==> config.mk <==
export PLATFORM = sky130hd
export DESIGN_NAME = source_text_tokenizer_flat
export DESIGN_NICKNAME = d
export VERILOG_FILES = /design/src/rtl/stt_pkg.sv /design/src/rtl/stt_in_if.sv /design/src/rtl/stt_out_if.sv /design/src/rtl/stt_lexer.sv /design/src/rtl/stt_out_fifo.sv /design/src/rtl/source_text_tokenizer.sv /design/src/flat_wrapper.sv
export SDC_FILE = /design/constraint.sdc
export NUM_CORES = 1
export LEC_CHECK = 0
export ABC_CLOCK_PERIOD_IN_PS = 4100
export CORE_ASPECT_RATIO = 0.7
export CORE_MARGIN = 2
export CORE_UTILIZATION = 45
export CTS_CLUSTER_DIAMETER = 50
export DETAILED_ROUTE_END_ITERATION = 8
export DONT_BUFFER_PORTS = 1
export GPL_ROUTABILITY_DRIVEN = 0
export PLACE_DENSITY_LB_ADDON = 0.25
export SYNTH_ARGS = -nofsm -noshare
export SYNTH_HDL_FRONTEND = slang
export SYNTH_SLANG_ARGS = --single-unit
==> constraint.sdc <==
create_clock -name clk -period 4.1 [get_ports clk]
set_clock_uncertainty 0.15 [all_clocks]
set_input_delay 0.41 -clock clk [delete_from_list [all_inputs] [get_ports clk]]
set_output_delay 0.41 -clock clk [all_outputs]
set_load 0.005 [all_outputs]
==> src/rtl/stt_pkg.sv <==
// stt_pkg: types, constants and character helpers shared by the source text tokenizer.
// No dependencies; compiled first.
package stt_pkg;

  localparam int VALUE_BITS  = 31;
  localparam int POS_BITS    = 16;
  localparam int KW_CHARS    = 6;
  localparam int KW_IDX_BITS = $clog2(KW_CHARS);
  localparam int KIND_BITS   = 5;
  localparam int ACC_W       = VALUE_BITS + 4;
  localparam int FIFO_DEPTH  = 4;
  localparam int FIFO_AW     = $clog2(FIFO_DEPTH);

  typedef logic [VALUE_BITS-1:0] value_t;
  typedef logic [POS_BITS-1:0]   pos_t;
  typedef logic [7:0]            byte_t;
  typedef logic [KW_CHARS-1:0][7:0] kwbuf_t;

  localparam value_t VALUE_MAX = '1;
  localparam pos_t   POS_MAX   = '1;

  localparam byte_t CH_QUOTE      = 8'h22;
  localparam byte_t CH_UNDERSCORE = 8'h5F;
  localparam byte_t CH_TAB        = 8'h09;
  localparam byte_t CH_NL         = 8'h0A;
  localparam byte_t CH_SPACE      = 8'h20;

  localparam logic [31:0] KW_EXIT   = "exit";
  localparam logic [23:0] KW_LET    = "let";
  localparam logic [47:0] KW_EXTERN = "extern";
  localparam logic [15:0] KW_IF     = "if";
  localparam logic [31:0] KW_ELSE   = "else";

  typedef enum logic [KIND_BITS-1:0] {
    KIND_EXIT, KIND_LET, KIND_EXTERN, KIND_IF, KIND_ELSE,
    KIND_LPAREN, KIND_RPAREN, KIND_LBRACE, KIND_RBRACE, KIND_SEMI, KIND_COLON,
    KIND_COMMA, KIND_PLUS, KIND_MINUS, KIND_STAR, KIND_SLASH, KIND_PERCENT,
    KIND_ASSIGN, KIND_INT, KIND_IDENT, KIND_STRING, KIND_EOF, KIND_ILLEGAL
  } kind_t;

  typedef enum logic [1:0] {
    MODE_IDLE, MODE_NUMBER, MODE_IDENT, MODE_STRING
  } mode_t;

  typedef struct packed {
    kind_t  kind;
    value_t int_value;
    pos_t   line;
    pos_t   column;
    pos_t   start_offset;
    pos_t   text_length;
    logic   is_last;
  } token_t;

  typedef struct packed {
    logic   push0;
    logic   push1;
    token_t tok0;
    token_t tok1;
  } push_t;

  function automatic pos_t sat_inc(pos_t v);
    return (v == POS_MAX) ? v : v + pos_t'(1);
  endfunction

  function automatic logic is_digit(byte_t c);
    return (c >= "0") && (c <= "9");
  endfunction

  function automatic logic is_alpha(byte_t c);
    return ((c >= "a") && (c <= "z")) || ((c >= "A") && (c <= "Z"));
  endfunction

  function automatic logic is_ident_start(byte_t c);
    return is_alpha(c) || (c == CH_UNDERSCORE);
  endfunction

  function automatic logic is_ident_char(byte_t c);
    return is_ident_start(c) || is_digit(c);
  endfunction

  function automatic logic is_sep(byte_t c);
    return (c == CH_SPACE) || (c == CH_TAB) || (c == CH_NL);
  endfunction

  function automatic kind_t punct_kind(byte_t c);
    kind_t k;
    unique case (c)
      "(":     k = KIND_LPAREN;
      ")":     k = KIND_RPAREN;
      "{":     k = KIND_LBRACE;
      "}":     k = KIND_RBRACE;
      ";":     k = KIND_SEMI;
      ":":     k = KIND_COLON;
      ",":     k = KIND_COMMA;
      "+":     k = KIND_PLUS;
      "-":     k = KIND_MINUS;
      "*":     k = KIND_STAR;
      "/":     k = KIND_SLASH;
      "%":     k = KIND_PERCENT;
      "=":     k = KIND_ASSIGN;
      default: k = KIND_ILLEGAL;
    endcase
    return k;
  endfunction

  // Only the first len entries are meaningful.
  function automatic kind_t keyword_kind(kwbuf_t b, pos_t len);
    kind_t k;
    k = KIND_IDENT;
    if (len == pos_t'(4) && {b[0], b[1], b[2], b[3]} == KW_EXIT) begin
      k = KIND_EXIT;
    end else if (len == pos_t'(3) && {b[0], b[1], b[2]} == KW_LET) begin
      k = KIND_LET;
    end else if (len == pos_t'(6) &&
                 {b[0], b[1], b[2], b[3], b[4], b[5]} == KW_EXTERN) begin
      k = KIND_EXTERN;
    end else if (len == pos_t'(2) && {b[0], b[1]} == KW_IF) begin
      k = KIND_IF;
    end else if (len == pos_t'(4) && {b[0], b[1], b[2], b[3]} == KW_ELSE) begin
      k = KIND_ELSE;
    end
    return k;
  endfunction

endpackage

==> src/rtl/stt_in_if.sv <==
// stt_in_if: source byte request channel (valid/ready plus payload).
// Depends on nothing.
interface stt_in_if;
  logic       valid;
  logic       ready;
  logic [7:0] ch;
  logic       end_of_source;

  modport source (output valid, output ch, output end_of_source, input ready);
  modport sink   (input valid, input ch, input end_of_source, output ready);
endinterface

==> src/rtl/stt_out_if.sv <==
// stt_out_if: token request channel (valid/ready plus token fields).
// Depends on stt_pkg for field widths.
interface stt_out_if;
  logic                          valid;
  logic                          ready;
  logic [stt_pkg::KIND_BITS-1:0] token_kind;
  logic [stt_pkg::VALUE_BITS-1:0] int_value;
  logic [stt_pkg::POS_BITS-1:0]  line;
  logic [stt_pkg::POS_BITS-1:0]  column;
  logic [stt_pkg::POS_BITS-1:0]  start_offset;
  logic [stt_pkg::POS_BITS-1:0]  text_length;
  logic                          is_last;

  modport source (output valid, output token_kind, output int_value, output line,
                  output column, output start_offset, output text_length,
                  output is_last, input ready);
  modport sink   (input valid, input token_kind, input int_value, input line,
                  input column, input start_offset, input text_length,
                  input is_last, output ready);
endinterface

==> src/rtl/stt_lexer.sv <==
// stt_lexer: input byte register and combinational scan step with all tokenizer state.
// Depends on stt_pkg and stt_in_if; drives up to two tokens per step into the queue.
module stt_lexer (
  input  logic           clk,
  input  logic           rst_n,
  stt_in_if.sink         in_bus,
  input  logic           room,
  output stt_pkg::push_t push
);

  logic                 in_valid_r;
  stt_pkg::byte_t       ch_r;
  logic                 eos_r;

  stt_pkg::mode_t       mode_r, mode_nxt;
  stt_pkg::value_t      acc_r, acc_nxt;
  stt_pkg::kwbuf_t      kwbuf_r;
  stt_pkg::pos_t        len_r, len_nxt;
  stt_pkg::pos_t        line_r, line_nxt;
  stt_pkg::pos_t        col_r, col_nxt;
  stt_pkg::pos_t        pos_r, pos_nxt;
  stt_pkg::pos_t        sline_r, scol_r, soff_r;
  logic                 ended_r;

  logic fire;
  logic is_end, eof_path, in_str, cont_num, cont_id, scan, flush, single, have2;
  logic c_digit, c_start, c_quote, mark;
  logic kw_we;
  logic [stt_pkg::KW_IDX_BITS-1:0] kw_idx;
  logic [stt_pkg::ACC_W-1:0] acc_ext, acc_sum;
  stt_pkg::value_t acc_step;
  stt_pkg::token_t pend_tok, sec_tok;

  assign fire         = in_valid_r && room;
  assign in_bus.ready = !in_valid_r || fire;

  always_ff @(posedge clk) begin
    if (!rst_n) begin
      in_valid_r <= 1'b0;
    end else if (in_bus.ready) begin
      in_valid_r <= in_bus.valid;
    end
    if (in_bus.valid && in_bus.ready) begin
      ch_r  <= in_bus.ch;
      eos_r <= in_bus.end_of_source;
    end
  end

  // byte classification
  assign c_digit  = stt_pkg::is_digit(ch_r);
  assign c_start  = stt_pkg::is_ident_start(ch_r);
  assign c_quote  = (ch_r == stt_pkg::CH_QUOTE);
  assign is_end   = eos_r || (ch_r == 8'h00);
  assign eof_path = ended_r || is_end;
  assign in_str   = !eof_path && (mode_r == stt_pkg::MODE_STRING);
  assign cont_num = !eof_path && (mode_r == stt_pkg::MODE_NUMBER) && c_digit;
  assign cont_id  = !eof_path && (mode_r == stt_pkg::MODE_IDENT) &&
                    stt_pkg::is_ident_char(ch_r);
  assign scan     = !eof_path && !in_str && !cont_num && !cont_id;
  assign single   = scan && !stt_pkg::is_sep(ch_r) && !c_digit && !c_start && !c_quote;
  assign have2    = eof_path || single;
  assign mark     = scan && (c_digit || c_start || c_quote);
  assign flush    = eof_path ? (!ended_r && (mode_r != stt_pkg::MODE_IDLE)) :
                    in_str   ? c_quote :
                    ((mode_r == stt_pkg::MODE_NUMBER) || (mode_r == stt_pkg::MODE_IDENT)) &&
                    !cont_num && !cont_id;

  // next scan mode
  always_comb begin
    mode_nxt = mode_r;
    if (eof_path) begin
      mode_nxt = stt_pkg::MODE_IDLE;
    end else if (in_str) begin
      if (c_quote) begin
        mode_nxt = stt_pkg::MODE_IDLE;
      end
    end else if (scan) begin
      if (c_digit) begin
        mode_nxt = stt_pkg::MODE_NUMBER;
      end else if (c_start) begin
        mode_nxt = stt_pkg::MODE_IDENT;
      end else if (c_quote) begin
        mode_nxt = stt_pkg::MODE_STRING;
      end else begin
        mode_nxt = stt_pkg::MODE_IDLE;
      end
    end
  end

  // decimal accumulate with saturation
  assign acc_ext  = stt_pkg::ACC_W'(acc_r);
  assign acc_sum  = (acc_ext << 3) + (acc_ext << 1) + stt_pkg::ACC_W'(ch_r[3:0]);
  assign acc_step = (acc_sum > stt_pkg::ACC_W'(stt_pkg::VALUE_MAX)) ?
                    stt_pkg::VALUE_MAX : acc_sum[stt_pkg::VALUE_BITS-1:0];

  // datapath and tokens
  always_comb begin
    acc_nxt  = acc_r;
    len_nxt  = len_r;
    line_nxt = line_r;
    col_nxt  = col_r;
    pos_nxt  = pos_r;
    kw_we    = 1'b0;
    kw_idx   = '0;

    if (cont_num) begin
      acc_nxt = acc_step;
    end else if (scan && c_digit) begin
      acc_nxt = stt_pkg::value_t'(ch_r[3:0]);
    end

    if (cont_num || cont_id || (in_str && !c_quote)) begin
      len_nxt = stt_pkg::sat_inc(len_r);
    end else if (scan && (c_digit || c_start)) begin
      len_nxt = stt_pkg::pos_t'(1);
    end else if (scan && c_quote) begin
      len_nxt = '0;
    end

    if (cont_id && (len_r < stt_pkg::pos_t'(stt_pkg::KW_CHARS))) begin
      kw_we  = 1'b1;
      kw_idx = len_r[stt_pkg::KW_IDX_BITS-1:0];
    end else if (scan && c_start) begin
      kw_we  = 1'b1;
      kw_idx = '0;
    end

    if (!eof_path) begin
      if (ch_r == stt_pkg::CH_NL) begin
        line_nxt = stt_pkg::sat_inc(line_r);
        col_nxt  = stt_pkg::pos_t'(1);
      end else begin
        col_nxt  = stt_pkg::sat_inc(col_r);
      end
      pos_nxt = stt_pkg::sat_inc(pos_r);
    end

    pend_tok.kind         = (mode_r == stt_pkg::MODE_NUMBER) ? stt_pkg::KIND_INT :
                            (mode_r == stt_pkg::MODE_IDENT)  ?
                            stt_pkg::keyword_kind(kwbuf_r, len_r) : stt_pkg::KIND_STRING;
    pend_tok.int_value    = (mode_r == stt_pkg::MODE_NUMBER) ? acc_r : '0;
    pend_tok.line         = sline_r;
    pend_tok.column       = scol_r;
    pend_tok.start_offset = soff_r;
    pend_tok.text_length  = len_r;
    pend_tok.is_last      = !have2;

    sec_tok.kind          = eof_path ? stt_pkg::KIND_EOF : stt_pkg::punct_kind(ch_r);
    sec_tok.int_value     = '0;
    sec_tok.line          = line_r;
    sec_tok.column        = col_r;
    sec_tok.start_offset  = pos_r;
    sec_tok.text_length   = eof_path ? '0 : stt_pkg::pos_t'(1);
    sec_tok.is_last       = 1'b1;

    push.push0 = fire && (flush || have2);
    push.push1 = fire && flush && have2;
    push.tok0  = flush ? pend_tok : sec_tok;
    push.tok1  = sec_tok;
  end

  always_ff @(posedge clk) begin
    if (!rst_n) begin
      mode_r  <= stt_pkg::MODE_IDLE;
      acc_r   <= '0;
      len_r   <= '0;
      line_r  <= stt_pkg::pos_t'(1);
      col_r   <= stt_pkg::pos_t'(1);
      pos_r   <= '0;
      sline_r <= stt_pkg::pos_t'(1);
      scol_r  <= stt_pkg::pos_t'(1);
      soff_r  <= '0;
      ended_r <= 1'b0;
    end else if (fire) begin
      mode_r  <= mode_nxt;
      acc_r   <= acc_nxt;
      len_r   <= len_nxt;
      line_r  <= line_nxt;
      col_r   <= col_nxt;
      pos_r   <= pos_nxt;
      ended_r <= ended_r || is_end;
      if (mark) begin
        sline_r <= line_r;
        scol_r  <= col_r;
        soff_r  <= pos_r;
      end
    end
  end

  always_ff @(posedge clk) begin
    if (fire && kw_we) begin
      kwbuf_r[kw_idx] <= ch_r;
    end
  end

`ifndef SYNTHESIS
  a_ended_sticky: assert property (@(posedge clk) disable iff (!rst_n)
    ended_r |=> ended_r) else $error("end of source flag cleared");
  a_ended_idle: assert property (@(posedge clk) disable iff (!rst_n)
    ended_r |-> (mode_r == stt_pkg::MODE_IDLE)) else $error("scan active after end");
  a_pair_last: assert property (@(posedge clk) disable iff (!rst_n)
    push.push1 |-> (!push.tok0.is_last && push.tok1.is_last))
    else $error("is_last misplaced on token pair");
`endif

endmodule

==> src/rtl/stt_out_fifo.sv <==
// stt_out_fifo: small token queue taking up to two tokens per cycle, one out per cycle
// while the consumer is ready. Depends on stt_pkg and stt_out_if.
module stt_out_fifo (
  input  logic           clk,
  input  logic           rst_n,
  input  stt_pkg::push_t push,
  output logic           room,
  stt_out_if.source      out_bus
);

  stt_pkg::token_t                 mem_r [stt_pkg::FIFO_DEPTH];
  logic [stt_pkg::FIFO_AW-1:0]     wp_r, rp_r;
  logic [stt_pkg::FIFO_AW:0]       cnt_r, cnt_after;
  logic                            pop;
  stt_pkg::token_t                 head;

  assign pop       = out_bus.valid && out_bus.ready;
  assign cnt_after = cnt_r - {{stt_pkg::FIFO_AW{1'b0}}, pop};
  assign room      = cnt_after <= (stt_pkg::FIFO_AW + 1)'(stt_pkg::FIFO_DEPTH - 2);

  assign head                 = mem_r[rp_r];
  assign out_bus.valid        = (cnt_r != '0);
  assign out_bus.token_kind   = head.kind;
  assign out_bus.int_value    = head.int_value;
  assign out_bus.line         = head.line;
  assign out_bus.column       = head.column;
  assign out_bus.start_offset = head.start_offset;
  assign out_bus.text_length  = head.text_length;
  assign out_bus.is_last      = head.is_last;

  always_ff @(posedge clk) begin
    if (!rst_n) begin
      wp_r  <= '0;
      rp_r  <= '0;
      cnt_r <= '0;
    end else begin
      wp_r  <= wp_r + stt_pkg::FIFO_AW'(push.push0) + stt_pkg::FIFO_AW'(push.push1);
      rp_r  <= rp_r + stt_pkg::FIFO_AW'(pop);
      cnt_r <= cnt_after + (stt_pkg::FIFO_AW + 1)'(push.push0)
                         + (stt_pkg::FIFO_AW + 1)'(push.push1);
    end
  end

  always_ff @(posedge clk) begin
    if (push.push0) begin
      mem_r[wp_r] <= push.tok0;
    end
    if (push.push1) begin
      mem_r[wp_r + stt_pkg::FIFO_AW'(1)] <= push.tok1;
    end
  end

`ifndef SYNTHESIS
  a_cnt_bound: assert property (@(posedge clk) disable iff (!rst_n)
    cnt_r <= (stt_pkg::FIFO_AW + 1)'(stt_pkg::FIFO_DEPTH)) else $error("queue overflow");
  a_push_room: assert property (@(posedge clk) disable iff (!rst_n)
    push.push0 |-> room) else $error("push without room");
  a_push_order: assert property (@(posedge clk) disable iff (!rst_n)
    push.push1 |-> push.push0) else $error("second push without first");
`endif

endmodule

==> src/rtl/source_text_tokenizer.sv <==
// source_text_tokenizer: top level of the streaming source text tokenizer.
// Depends on stt_pkg, stt_in_if, stt_out_if, stt_lexer and stt_out_fifo.
//
// Takes one source byte per request and sustains one byte per cycle while the
// output queue has room. A byte is held in an input register, scanned
// combinationally against the token state, and the tokens it completes are
// written into a four-entry output queue that presents them in order. A byte
// that ends a pending number or identifier and is also a token of its own
// yields two tokens, which leave the queue one per cycle, so a long run of such
// bytes against a stalled consumer fills the queue and backpressures the input.
// Keyword matching, position counting and value accumulation all sit in the
// combinational scan step. No clearing pass is needed after reset.
module source_text_tokenizer (
  input  logic      clk,
  input  logic      rst_n,
  stt_in_if.sink    in_bus,
  stt_out_if.source out_bus
);

  stt_pkg::push_t push;
  logic           room;

  stt_lexer u_lexer (
    .clk    (clk),
    .rst_n  (rst_n),
    .in_bus (in_bus),
    .room   (room),
    .push   (push)
  );

  stt_out_fifo u_out_fifo (
    .clk     (clk),
    .rst_n   (rst_n),
    .push    (push),
    .room    (room),
    .out_bus (out_bus)
  );

endmodule
==> src/flat_wrapper.sv <==
// flat-port wrapper written by rule: the top's interface ports become plain ports
module source_text_tokenizer_flat 
  (clk, rst_n, in_bus_valid, in_bus_ch, in_bus_end_of_source, in_bus_ready, out_bus_valid, out_bus_token_kind, out_bus_int_value, out_bus_line, out_bus_column, out_bus_start_offset, out_bus_text_length, out_bus_is_last, out_bus_ready);
  stt_in_if in_bus_i ();
  stt_out_if out_bus_i ();
  input  logic clk;
  input  logic rst_n;
  input wire logic [$bits(in_bus_i.valid)-1:0] in_bus_valid;
  input wire logic [$bits(in_bus_i.ch)-1:0] in_bus_ch;
  input wire logic [$bits(in_bus_i.end_of_source)-1:0] in_bus_end_of_source;
  output wire logic [$bits(in_bus_i.ready)-1:0] in_bus_ready;
  output wire logic [$bits(out_bus_i.valid)-1:0] out_bus_valid;
  output wire logic [$bits(out_bus_i.token_kind)-1:0] out_bus_token_kind;
  output wire logic [$bits(out_bus_i.int_value)-1:0] out_bus_int_value;
  output wire logic [$bits(out_bus_i.line)-1:0] out_bus_line;
  output wire logic [$bits(out_bus_i.column)-1:0] out_bus_column;
  output wire logic [$bits(out_bus_i.start_offset)-1:0] out_bus_start_offset;
  output wire logic [$bits(out_bus_i.text_length)-1:0] out_bus_text_length;
  output wire logic [$bits(out_bus_i.is_last)-1:0] out_bus_is_last;
  input wire logic [$bits(out_bus_i.ready)-1:0] out_bus_ready;
  assign in_bus_i.valid = in_bus_valid;
  assign in_bus_i.ch = in_bus_ch;
  assign in_bus_i.end_of_source = in_bus_end_of_source;
  assign in_bus_ready = in_bus_i.ready;
  assign out_bus_valid = out_bus_i.valid;
  assign out_bus_token_kind = out_bus_i.token_kind;
  assign out_bus_int_value = out_bus_i.int_value;
  assign out_bus_line = out_bus_i.line;
  assign out_bus_column = out_bus_i.column;
  assign out_bus_start_offset = out_bus_i.start_offset;
  assign out_bus_text_length = out_bus_i.text_length;
  assign out_bus_is_last = out_bus_i.is_last;
  assign out_bus_i.ready = out_bus_ready;
  source_text_tokenizer u_core (.clk(clk), .rst_n(rst_n), .in_bus(in_bus_i), .out_bus(out_bus_i));
endmodule
======== After elaboration in Yosys (flattened, before gate mapping) ========
Memories as Yosys holds them, arrays and structs flattened. A register that Yosys moved wholly into a read port is not among the register bits.
Cells that the tools add are included.
storage, ports and cells
  word-level logic and storage cells ...... 204
  bits in writable memories ............... 404
  flip-flop bits (word level) ............. 211
  bits of input ports ..................... 13
  memories kept ........................... 1
memory list
  name                     depth  width  rd ports  clocked after Yosys merged registers in  write ports  line                RTL
  u_core.u_out_fifo.mem_r  4      101    1         1                                        2            stt_out_fifo.sv:11  stt_pkg::token_t mem_r [stt_pkg::FIFO_DEPTH];
cells by class
  bitwise logic cells ..................... 3
  order comparisons ....................... 11
  muxes and demuxes ....................... 41
  equality and inequality tests ........... 37
  reductions and logical operators ........ 76
  add/sub/neg operators ................... 13
operator list
  operator               number
  $mux 31                4
  $eq 8x6->1 const B     13
  $mux 101               1
  $mux 16                6
  $pmux 5 s13            1
  $add 16x1->16 const B  4
  $eq 16x16->1 const B   4
  $eq 32x31->1 const B   2
  $bwmux 48              1
  $eq 48x47->1 const B   1
  $mux 5                 8
  $logic_and 1x1->1      38
  $add 34x32->35         1
  $add 35x4->35          1
  $gt 35x31->1 const B   1
  $eq 16x2->1 const B    2
  $eq 16x3->1 const B    2
  $demux 8 s3            1
  $eq 24x23->1 const B   1
  $eq 8x7->1 const B     3
  $eq 16x15->1 const B   1
  $eq 8x4->1 const B     2
  $ge 8x7->1 const B     2
  $le 8x7->1 const B     2
  other kinds (27)       79

======== Logic depth before layout (Yosys ltp) ========
Gate-level depths: netlist of the first run.
  depth after elaboration ................. 18
  mapped depth ............................ 13
  depth with buffers taken out ............ 12

======== Modules after synthesis ========
From an unflattened synthesis of the first run, not the netlist that was laid out.
unflattened totals
  cell total of the unflattened synthesis .. 2,385
  area total of the unflattened synthesis .. 31,747.9 um2
by module, submodules not included
  module        seq. area each (um2)  instances  cells each  area an instance (um2)
  stt_out_fifo  12,271.8              1          1,021       19,751.4
  stt_lexer     4,654.5               1          1,364       11,996.5

======== Least setup slack after synthesis of the first run ========
No wires, ideal clock.
  kind .................................... register to register
  from .................................... reg u_core.u_lexer.ch_r[1]
  to ...................................... mem u_core.u_out_fifo.mem_r[1][100] in the netlist's numbering (enable)
  cell stages (with the launch flop) ...... 13
  arrival time ............................ 3.772 ns
  slack ................................... -0.231 ns
  buffers on the path ..................... 3
  required time ........................... 3.541 ns
  clock period less this slack ............ 4.331 ns
  cells stage by stage .................... edfxtp_1 > buf_2 > and4b_1 > a2111oi_4 > nor2_1 > or4_1 > buf_4 > a22oi_4 > nand2_2 > inv_2 > a21oi_2 > buf_6 > inv_1
RTL lines
  element                 line                RTL
  start, declared         stt_lexer.sv:12     stt_pkg::byte_t ch_r;
  start signal, assigned  stt_lexer.sv:44     ch_r <= in_bus.ch;
  end, declared           stt_out_fifo.sv:11

==> results of run 1 <==
## cells in the final DEF, fill, tap and decap left out, drive strengths merged, types with 12 or more instances in the layout
cell,synthesis,routed
dfxtp,342,342
a22o,285,285
edfxtp,273,273
nand2,188,188
a21oi,144,144
buf,90,109
mux4,101,101
nor2,99,99
a32o,91,91
clkbuf,125,91
ha,75,75
o21ai,69,69
nand3,48,48
inv,48,48
or3,38,38
xor2,34,34
xnor2,28,28
nor3,26,26
o22ai,22,22
a21o,17,17
and2,17,17
clkinv,0,17
a211oi,16,16
a31oi,16,16
and3,15,15
nor4,14,14
nand4,12,12
dlygate4sd3,0,12
## logic make-up (layout without fill, tap and decap cells)
logic type | after synthesis | in the layout | share of synthesized area [%]
fa+ha+maj | 79 | 79 | 3.56
buf+inv | 263 | 287 | 3.95
compound gates | 768 | 768 | 20.9
xor+xnor | 62 | 62 | 1.90
flops | 615 | 615 | 52.5
mux | 107 | 107 | 8.16
simple gates | 519 | 519 | 9.01
## metal layers
metal,wire (µm),share of wire [%],vias to the layer above,track usage [%]
met4,1670,2.1,0,6.88
met1,36600,45,10578,35.9
li1,-,-,9421,-
met2,35000,43,882,35.3
met5,0,0,-,0
met3,7410,9.2,126,6.10
## power groups by stage
stage	combinational, mW	sequential, mW	clock, mW
after global placement	2.60	7.07	0
final	2.68	6.94	5.87
after detailed placement	2.61	7.08	0
after global routing	2.84	6.98	6.21
after floorplan	1.76	6.91	0
after CTS	2.65	6.95	5.95
## through the flow
step	TNS, ns	hold slack, ns	area, µm²	setup WS, ns
after floorplan	0	0.285	28700	0.235
after global placement	0	0.291	29900	0.0493
after detailed placement	-0.180	0.300	29900	-0.0261
after CTS	0	0.0506	32100	0.0399
after global routing	-0.00657	0.0721	32200	-0.00338
final	0	0.0827	32200	0.159
## area by class of cell
cell class / instances / share of cell area [%]
Clock buffer: 91 / 5.78
Multi-Input combinational cell: 1535 / 39.2
Sequential cell: 615 / 46.7
Clock inverter: 27 / 0.784
Tap cell: 829 / 3.22
Inverter: 48 / 0.609
Timing Repair Buffer: 121 / 3.70
## registers in the layout, summed over array words and instances, names as in the netlist
name / flops
u_core.u_lexer.acc_r: 31
u_core.u_lexer.ch_r: 8
u_core.u_lexer.col_r: 16
u_core.u_lexer.ended_r: 1
u_core.u_lexer.eos_r: 1
u_core.u_lexer.in_valid_r: 1
u_core.u_lexer.kwbuf_r: 48
u_core.u_lexer.len_r: 16
u_core.u_lexer.line_r: 16
u_core.u_lexer.mode_r: 2
u_core.u_lexer.pos_r: 16
u_core.u_lexer.scol_r: 16
u_core.u_lexer.sline_r: 16
u_core.u_lexer.soff_r: 16
u_core.u_out_fifo.cnt_r: 3
u_core.u_out_fifo.mem_r: 404
u_core.u_out_fifo.rp_r: 2
u_core.u_out_fifo.wp_r: 2
## worst min-delay path: stages
cell    delay (ns)
and2_1        0.14
ha_1          0.13
and2_1        0.11
## final timing paths
check                                               startpoint                             end  slack (ns)  cells after the start
worst min-delay path                             out_bus_ready       u_core.u_out_fifo.rp_r[0]        0.08                      3
worst min register to register  u_core.u_out_fifo.mem_r[2][12]  u_core.u_out_fifo.mem_r[2][12]        0.31                      1
worst max-delay path                    u_core.u_lexer.ch_r[2]  u_core.u_out_fifo.mem_r[0][29]        0.16                     11
worst max register to register          u_core.u_lexer.ch_r[2]  u_core.u_out_fifo.mem_r[0][29]        0.16                     11
## what timing repair did
item | 4_1_cts | 5_1_grt
resized for setup | 2 | 9
buffers inserted | 4 | 7
hold buffers | 12 | 0
hold endpoints to repair | 34 | 0
pin swaps | 1 | 3
endpoints found under the setup margin | 50 | 311
==> impl_results.md, run 1 <==
- Outcome: finished clean
- Commonest cells post-synth: 342 x dfxtp_1, 285 x a22o_1, 273 x edfxtp_1, 183 x nand2_1, 140 x a21oi_1
- Num CTS Buffers: 66
- Logic gate share of total power: 17.3%
- Delay-heaviest family, CP: simple AND/OR/NAND/NOR gates
- Top Ports: 116
- IO Port Bufs: 0
- DRT iter0 DRCs: 2518
- Clock Pin Slew Worst Setup and Hold Paths: 0.06 ns
- Cell area after synthesis: 28600 µm²
- Count leader, synth: dfxtp_1
- Skew-Pair Late Insertion Delay: 0.61 ns
- DRT Wirelength: 80.7 mm
- Hold crit path type: input pin to flop
- Register area: 15100 µm²
- Worst setup path category: flop to flop
- CTS tree: yes
- Synth area leaders: edfxtp_1 29%, dfxtp_1 24%, a22o_1 8.7%
- Element type at the critical path start: flop
- Avg Inst Size Synth: 11.9 µm²
- Non-filler cells, final: 3266
- Post-synth EDFFs: 273
- Final core utilization: 51.2%
- Die area: 65700 µm²
- Yosys top cell area share: 28.6%
- Fraction of registers with async set/reset: 0%
- Crit. End Element: flop
- First-pass GRT wire length: 124 mm
- TritonRoute pass-1 iters: 6
- Worst slew pin tran: 1.07 ns
- Drt drc: 0
- Max cap viols: 0
- Site Rows: 77
- Starting Density: 45.5%
- Share of cells above drive strength 1: 14.8%
- Largest net degree at the start of global routing: 69
- Hold Fails Final Rpt: 0
- Syn nets: 2505
- Sequential Power Share: 44.8%
- Placed Cells incl. Taps: 3125
- Max-slew headroom: 28.7%
- Fmax: 254 MHz
- Grt ovf: 0
- Total Power: 15.5 mW
- Via count: 21007
- CP Cell Sequence: buf_4, and4b_1, a2111oi_4, nor2_1, or4_1, buf_4, nand3_1, nand3_1, o21ai_4, buf_12, a22o_1
- Number of vias per cell: 6.43
- Core ar.: 63000 µm²
- Seq/Total Area, Yosys: 52.5%
- Final slew viol count: 0
- Critical Path RT: 4.41 ns
- Via count of the first global-routing pass: 20508
- Top cell type by total area after synthesis: edfxtp_1
- Worst path bufs/invs: 3
- Pint: 11.1 mW
- # diodes: 0
- Synth Flop Type: dfxtp_1
- Fillers: 5406
- Post-route minimum period: 3.94 ns
- Post-synth cell types: 86
- Syn Inst Count: 2413
- Area of the multi-input gates: 12600 µm²
- Final setup fails: 0
- P&R area growth vs syn: 12.5%
- Crit path largest cell delay: 0.63 ns
- YS warnings: 0
- CP Max Fanout: 25
- Worst vdd ir: 0.414 mV
- Wire per inst: 24.7 µm
- Sw frac: 28.6%
- #FFs+latches synth: 615
- Die height: 215 µm
- Root buf cell: clkbuf_16
- Power Density: 481 nW/µm²
- Clk buf depth: 3
- Worst Path Arrival: 4.26 ns
- Net Switching: 4.42 mW
- Tcrit/Tclk final: 96.1%
- Clock sink total: 615
- Layout Nets: 2479
- Clock group share of total power: 37.9%
- Post-route ant nets: 0
- Initial antenna violation count: 1
- Die X: 306 µm
- CP max-delay cell: or4_1
- DP HPWL: 49.6 mm
- GRT Total Usage: 24.3%
- CTS H-tree depth: 3
- Leakage: 11.4 nW
No activity file was read; power rests on OpenSTA's default activity.
==> inputs of run 2 (changes only) <==
--- a/config.mk
+++ b/config.mk
@@ -14,6 +14,7 @@
 export DONT_BUFFER_PORTS = 1
 export GPL_ROUTABILITY_DRIVEN = 0
 export PLACE_DENSITY_LB_ADDON = 0.25
+export SETUP_SLACK_MARGIN = 0.4
 export SYNTH_ARGS = -nofsm -noshare
 export SYNTH_HDL_FRONTEND = slang
 export SYNTH_SLANG_ARGS = --single-unit
==> impl_results.md, run 2 (same netlist as run 1, synthesis figures left out) <==
- DP HPWL: 50.2 mm
- CP startpoint: u_core.u_lexer.ch_r[1]
- TritonRoute pass-1 iters: 6
- Clock group share of total power: 38.4%
- Max cap viols: 0
- Worst slew pin tran: 1.26 ns
- DRT Wirelength: 81.3 mm
- Fillers: 5355
- IO Port Bufs: 0
- CTS tree: yes
- Clk buf depth: 3
- Skew-Pair Late Insertion Delay: 0.64 ns
- Via count of the first global-routing pass: 20377
- First-pass GRT wire length: 124 mm
- GRT Total Usage: 24.2%
- Final core utilization: 52.0%
- Die area: 65700 µm²
- Layout Nets: 2492
- Hold crit path type: input pin to flop
- Worst path bufs/invs: 3
- Max FFs per register: 404
- Reg2Reg Depth: 14
- Slack of the worst reg-to-reg path: 0.49 ns
- Biggest register: u_core.u_out_fifo.mem_r
- Core ar.: 63000 µm²
- Site Rows: 77
- Most frequent cells in the layout: 333 x dfxtp_1, 285 x a22o_1, 273 x edfxtp_1
- Wire per inst: 24.8 µm
- Element type at the critical path start: flop
- Drt drc: 0
- RSZ-0062 raised after global routing: true
- Largest registers: u_core.u_out_fifo.mem_r (404), u_core.u_lexer.kwbuf_r (48), u_core.u_lexer.acc_r (31)
- Final setup fails: 0
- Fmax: 277 MHz
- Sw frac: 27.9%
- Hold Fails Final Rpt: 0
- Clock sink total: 615
- Via count: 21132
- Final slew viol count: 0
- CP Max Fanout: 8
- Worst vdd ir: 0.368 mV
- Logic gate share of total power: 17.6%
- Sequential Power Share: 44.0%
- Starting Density: 45.5%
- P&R area growth vs syn: 14.3%
- Max-slew headroom: 15.7%
- Total Power: 15.7 mW
- Crit. End Element: flop
- Final worst slack: 0.492 ns
- Pint: 11.4 mW
- Grt ovf: 0
- Leakage: 11.6 nW
- Share of cells above drive strength 1: 17.1%
- Outcome: finished clean
- Top Ports: 116
- Setup TNS: 0 ns
- Clock Pin Slew Worst Setup and Hold Paths: 0.07 ns
- Largest net degree at the start of global routing: 84
- Root buf cell: clkbuf_16
- Tcrit/Tclk final: 88.0%
- Post-route ant nets: 0
- Worst Path Arrival: 3.97 ns
- Number of vias per cell: 6.44
- Delay-heaviest family, CP: compound AO/OA/AOI/OAI gates
- Num CTS Buffers: 60
- Placement Setup Slack: 0.00797 ns
- Worst setup endpoint: u_core.u_lexer.acc_r[0]
- Post-route minimum period: 3.61 ns
- Die X: 306 µm
- Initial antenna violation count: 2
- Power Density: 481 nW/µm²
- R2r startpoint: u_core.u_lexer.ch_r[1]
- CTS H-tree depth: 2
- R2R Path End: u_core.u_lexer.acc_r[0]
- Die height: 215 µm
- Net Switching: 4.39 mW
- DRT iter0 DRCs: 2303
- Most common cell after layout, fill and taps aside: dfxtp_1
- Crit path depth: 14
- CP Cell Sequence: buf_4, ha_1, ha_1, inv_1, fa_1, nor2b_2, o31ai_2, a211oi_1, a211o_1, o211a_1, o211ai_1, buf_4, o21ai_0, a221oi_1
- Worst setup path category: flop to flop
- CP max-delay cell: edfxtp_1
- Crit path largest cell delay: 0.43 ns
- Critical Path RT: 4.46 ns
==> run 2: per-stage QoR <==
stage                     cell area, µm²  hold slack, ns  instances
after floorplan                    28700           0.273       2413
after global placement             30200           0.283       3142
after detailed placement           30200           0.292       3142
after CTS                          32600         0.00345       3276
after global routing               32800          0.0608       3282
final                              32800          0.0627       3282
==> run 2: area by class of cell <==
type | instances | area [µm²] | share of cell area (%)
sequential | 615 | 15100 | 46.0
multi-input combinational | 1535 | 12800 | 39.1
clock buffer | 80 | 1730 | 5.29
timing repair buffer | 140 | 1470 | 4.47
tap | 829 | 1040 | 3.17
clock inverter | 34 | 460 | 1.41
inverter | 48 | 196 | 0.600
antenna | 1 | 2.50 | 0.00764
==> run 2: what timing repair did <==
item / CTS / global route
setup endpoints to repair: 344 / 277
pin swaps: 4 / 13
hold buffers: 11 / 0
resized for setup: 10 / 32
buffers inserted: 8 / 5
hold endpoints to repair: 46 / 0
gates cloned: 1 / 0
==> run 2: worst min-delay path by stage <==
stage,from,to,slack [ns],depth (start not counted)
floorplan,u_core.u_out_fifo.mem_r[3][0],u_core.u_out_fifo.mem_r[3][0],0.27,1
global placement,u_core.u_out_fifo.mem_r[3][0],u_core.u_out_fifo.mem_r[3][0],0.28,1
detailed placement,u_core.u_out_fifo.mem_r[3][0],u_core.u_out_fifo.mem_r[3][0],0.29,1
CTS,out_bus_ready,u_core.u_out_fifo.rp_r[0],0.003,3
global route,out_bus_ready,u_core.u_out_fifo.rp_r[0],0.06,3
finish,out_bus_ready,u_core.u_out_fifo.rp_r[0],0.06,3
==> run 2: worst reg2reg max path: cells and delay by family, from the launching register on <==
kind | cells | cell delay, ns
AND/OR/NAND/NOR | 1 | 0.06
flip-flops | 1 | 0.43
AO/OA/AOI/OAI | 7 | 1.68
buffers and inverters | 3 | 0.54
adder cells (fa/ha/maj) | 3 | 0.64
==> run 2: metal layers <==
layer,share of wire [%],track usage (%),wire length [µm]
met4,2.4,6.67,1960
met3,9.4,5.86,7660
met1,45,35.3,36300
met5,0,0,0
met2,44,35.8,35400
==> run 2: power groups by stage <==
| stage | registers, mW | logic (mW) | clock network, mW |
|---|---|---|---|
| 3_5_place_dp | 7.07 | 2.66 | 0 |
| 5_1_grt | 6.97 | 2.94 | 6.37 |
| 6_report | 6.93 | 2.76 | 6.05 |
| 2_1_floorplan | 6.92 | 1.77 | 0 |
| 4_1_cts | 6.94 | 2.76 | 6.14 |
| 3_3_place_gp | 7.05 | 2.64 | 0 |
==> inputs of run 3 (changes only) <==
--- a/config.mk
+++ b/config.mk
@@ -8,7 +8,7 @@
 export ABC_CLOCK_PERIOD_IN_PS = 4100
 export CORE_ASPECT_RATIO = 0.7
 export CORE_MARGIN = 2
-export CORE_UTILIZATION = 45
+export CORE_UTILIZATION = 58
 export CTS_CLUSTER_DIAMETER = 50
 export DETAILED_ROUTE_END_ITERATION = 8
 export DONT_BUFFER_PORTS = 1
==> impl_results.md, run 3 (same netlist as run 1, synthesis figures left out) <==
- Initial antenna violation count: 0
- Met3 Use GR: 7.00%
- Net Switching: 4.24 mW
- DRT iter0 DRCs: 2688
- Worst Path Arrival: 3.97 ns
- CTS H-tree depth: 2
- Most Used Layer, Global Route: met2
- RSZ-0062 raised after global routing: true
- Number of vias per cell: 6.90
- CP Max Fanout: 12
- IO Port Bufs: 0
- Num CTS Buffers: 57
- Met1 global-route usage: 43.0%
- Worst path bufs/invs: 4
- Worst vdd ir: 0.374 mV
- Die height: 190 µm
- Max cap viols: 0
- Root buf cell: clkbuf_16
- Worst setup path category: flop to flop
- Sw frac: 28.6%
- Fillers: 3599
- Most frequent cells in the layout: 336 x dfxtp_1, 285 x a22o_1, 273 x edfxtp_1
- Fmax: 274 MHz
- GR Util met2: 44.8%
- CP max-delay cell: a2111o_1
- DRT Wirelength: 78.7 mm
- Setup TNS: 0 ns
- Top Ports: 116
- Outcome: finished clean
- Max FFs per register: 404
- Starting Density: 58.4%
- DP HPWL: 46.3 mm
- GRT Total Usage: 29.7%
- Clock sink total: 615
- Grt ovf: 0
- CP Cell Sequence: buf_6, and4b_1, a2111oi_4, o21ai_2, a2111o_1, a22oi_4, buf_4, nand2_2, o21ai_4, buf_12, buf_8, a22o_1
- Biggest register: u_core.u_out_fifo.mem_r
- TritonRoute pass-1 iters: 6
- Most common cell after layout, fill and taps aside: dfxtp_1
- Via count of the first global-routing pass: 20301
- Clock group share of total power: 34.5%
- Element type at the critical path start: flop
- Delay-heaviest family, CP: compound AO/OA/AOI/OAI gates
- Critical Path RT: 4.43 ns
- Non-filler cells, final: 3098
- Final core utilization: 65.5%
- Clk buf depth: 3
- Site Rows: 68
- Post-route minimum period: 3.64 ns
- Die area: 51200 µm²
- Drt drc: 0
- Sequential Power Share: 46.8%
- Power Density: 461 nW/µm²
- Largest registers: u_core.u_out_fifo.mem_r (404), u_core.u_lexer.kwbuf_r (48), u_core.u_lexer.acc_r (31)
- Final slew viol count: 0
- Core ar.: 49000 µm²
- Pint: 10.6 mW
- Hold Fails Final Rpt: 0
- Max-slew headroom: 34.8%
- Clock Pin Slew Worst Setup and Hold Paths: 0.07 ns
- Share of cells above drive strength 1: 15.9%
- Hold crit path type: input pin to flop
- Crit path largest cell delay: 0.53 ns
- Placed Cells incl. Taps: 2950
- Logic gate share of total power: 18.7%
- Largest net degree at the start of global routing: 57
- Wire per inst: 25.4 µm
- Layout Nets: 2477
- Die X: 270 µm
- P&R area growth vs syn: 12.1%
- Final setup fails: 0
- CTS tree: yes
- Post-route ant nets: 0
- Worst slew pin tran: 0.974 ns
- Tcrit/Tclk final: 88.9%
- Via count: 21365
- Skew-Pair Late Insertion Delay: 0.62 ns
- Crit. End Element: flop
- First-pass GRT wire length: 119 mm
- Leakage: 11.4 nW
[run 3: cell types whose count changed in the layout (fill, tap and decap cells not counted), moves of 5 or more]
cell | previous run | this run
buf_12 | 28 | 23
buf_4 | 97 | 79
bufinv_16 | 10 | 0
clkbuf_1 | 10 | 24
clkbuf_8 | 5 | 10
clkinv_1 | 5 | 0
clkinv_2 | 12 | 7
[run 3: final cells by class]
| type | count | area, µm² | share of cell area, % |
|---|---|---|---|
| Sequential cell | 615 | 15100 | 46.9 |
| Multi-Input combinational cell | 1536 | 12800 | 39.9 |
| Clock buffer | 92 | 1680 | 5.23 |
| Timing Repair Buffer | 127 | 1420 | 4.41 |
| Tap cell | 665 | 832 | 2.59 |
| Inverter | 48 | 196 | 0.612 |
| Clock inverter | 14 | 106 | 0.331 |
| Antenna cell | 1 | 2.50 | 0.00780 |
[run 3: power by group through the flow]
stage / clock network (mW) / registers, mW / logic (mW)
after floorplan: 0 / 6.92 / 1.77
after global placement: 0 / 7.04 / 2.52
after detailed placement: 0 / 7.06 / 2.55
after CTS: 5.16 / 6.92 / 2.67
after global routing: 5.40 / 6.96 / 2.90
final: 5.11 / 6.93 / 2.76
[run 3: path summary, 6_finish.rpt]
path,startpoint,to,slack (ns),cells after the start
worst max-delay path,u_core.u_lexer.ch_r[0],u_core.u_out_fifo.mem_r[3][32],0.46,12
worst min-delay path,out_bus_ready,u_core.u_out_fifo.rp_r[0],0.03,3
worst max register to register,u_core.u_lexer.ch_r[0],u_core.u_out_fifo.mem_r[3][32],0.46,12
worst min register to register,u_core.u_out_fifo.mem_r[3][0],u_core.u_out_fifo.mem_r[3][0],0.31,1
[run 3: stage by stage]
step	total power, mW	worst slack (ns)	area, µm²	hold WS (ns)
after global routing	15.3	0.316	32100	0.0358
after global placement	9.56	0.0620	29700	0.282
after CTS	14.7	0.372	31800	0.0121
after detailed placement	9.61	-0.0193	29700	0.291
after floorplan	8.69	0.374	28700	0.273
final	14.8	0.456	32100	0.0330
[run 3: layer usage]
metal | share of wire [%] | up-vias
li1 | - | 9424
met4 | 2.1 | 0
met1 | 43 | 10639
met5 | 0 | -
met3 | 11 | 141
met2 | 44 | 1161
[run 3: worst reg2reg max path: cells and delay by family (launching register included)]
kind                   cells  cell delay (ns)
AO/OA/AOI/OAI              6             1.73
buffers and inverters      4             0.75
flip-flops                 1             0.48
AND/OR/NAND/NOR            2             0.40
[run 3: what timing repair did]
item,CTS,global route
hold buffers,13,0
endpoints found under the setup margin,547,599
gates cloned,2,5
endpoints found under the hold margin,23,0
setup buffers,11,10
pin swaps,2,18
resized for setup,14,35
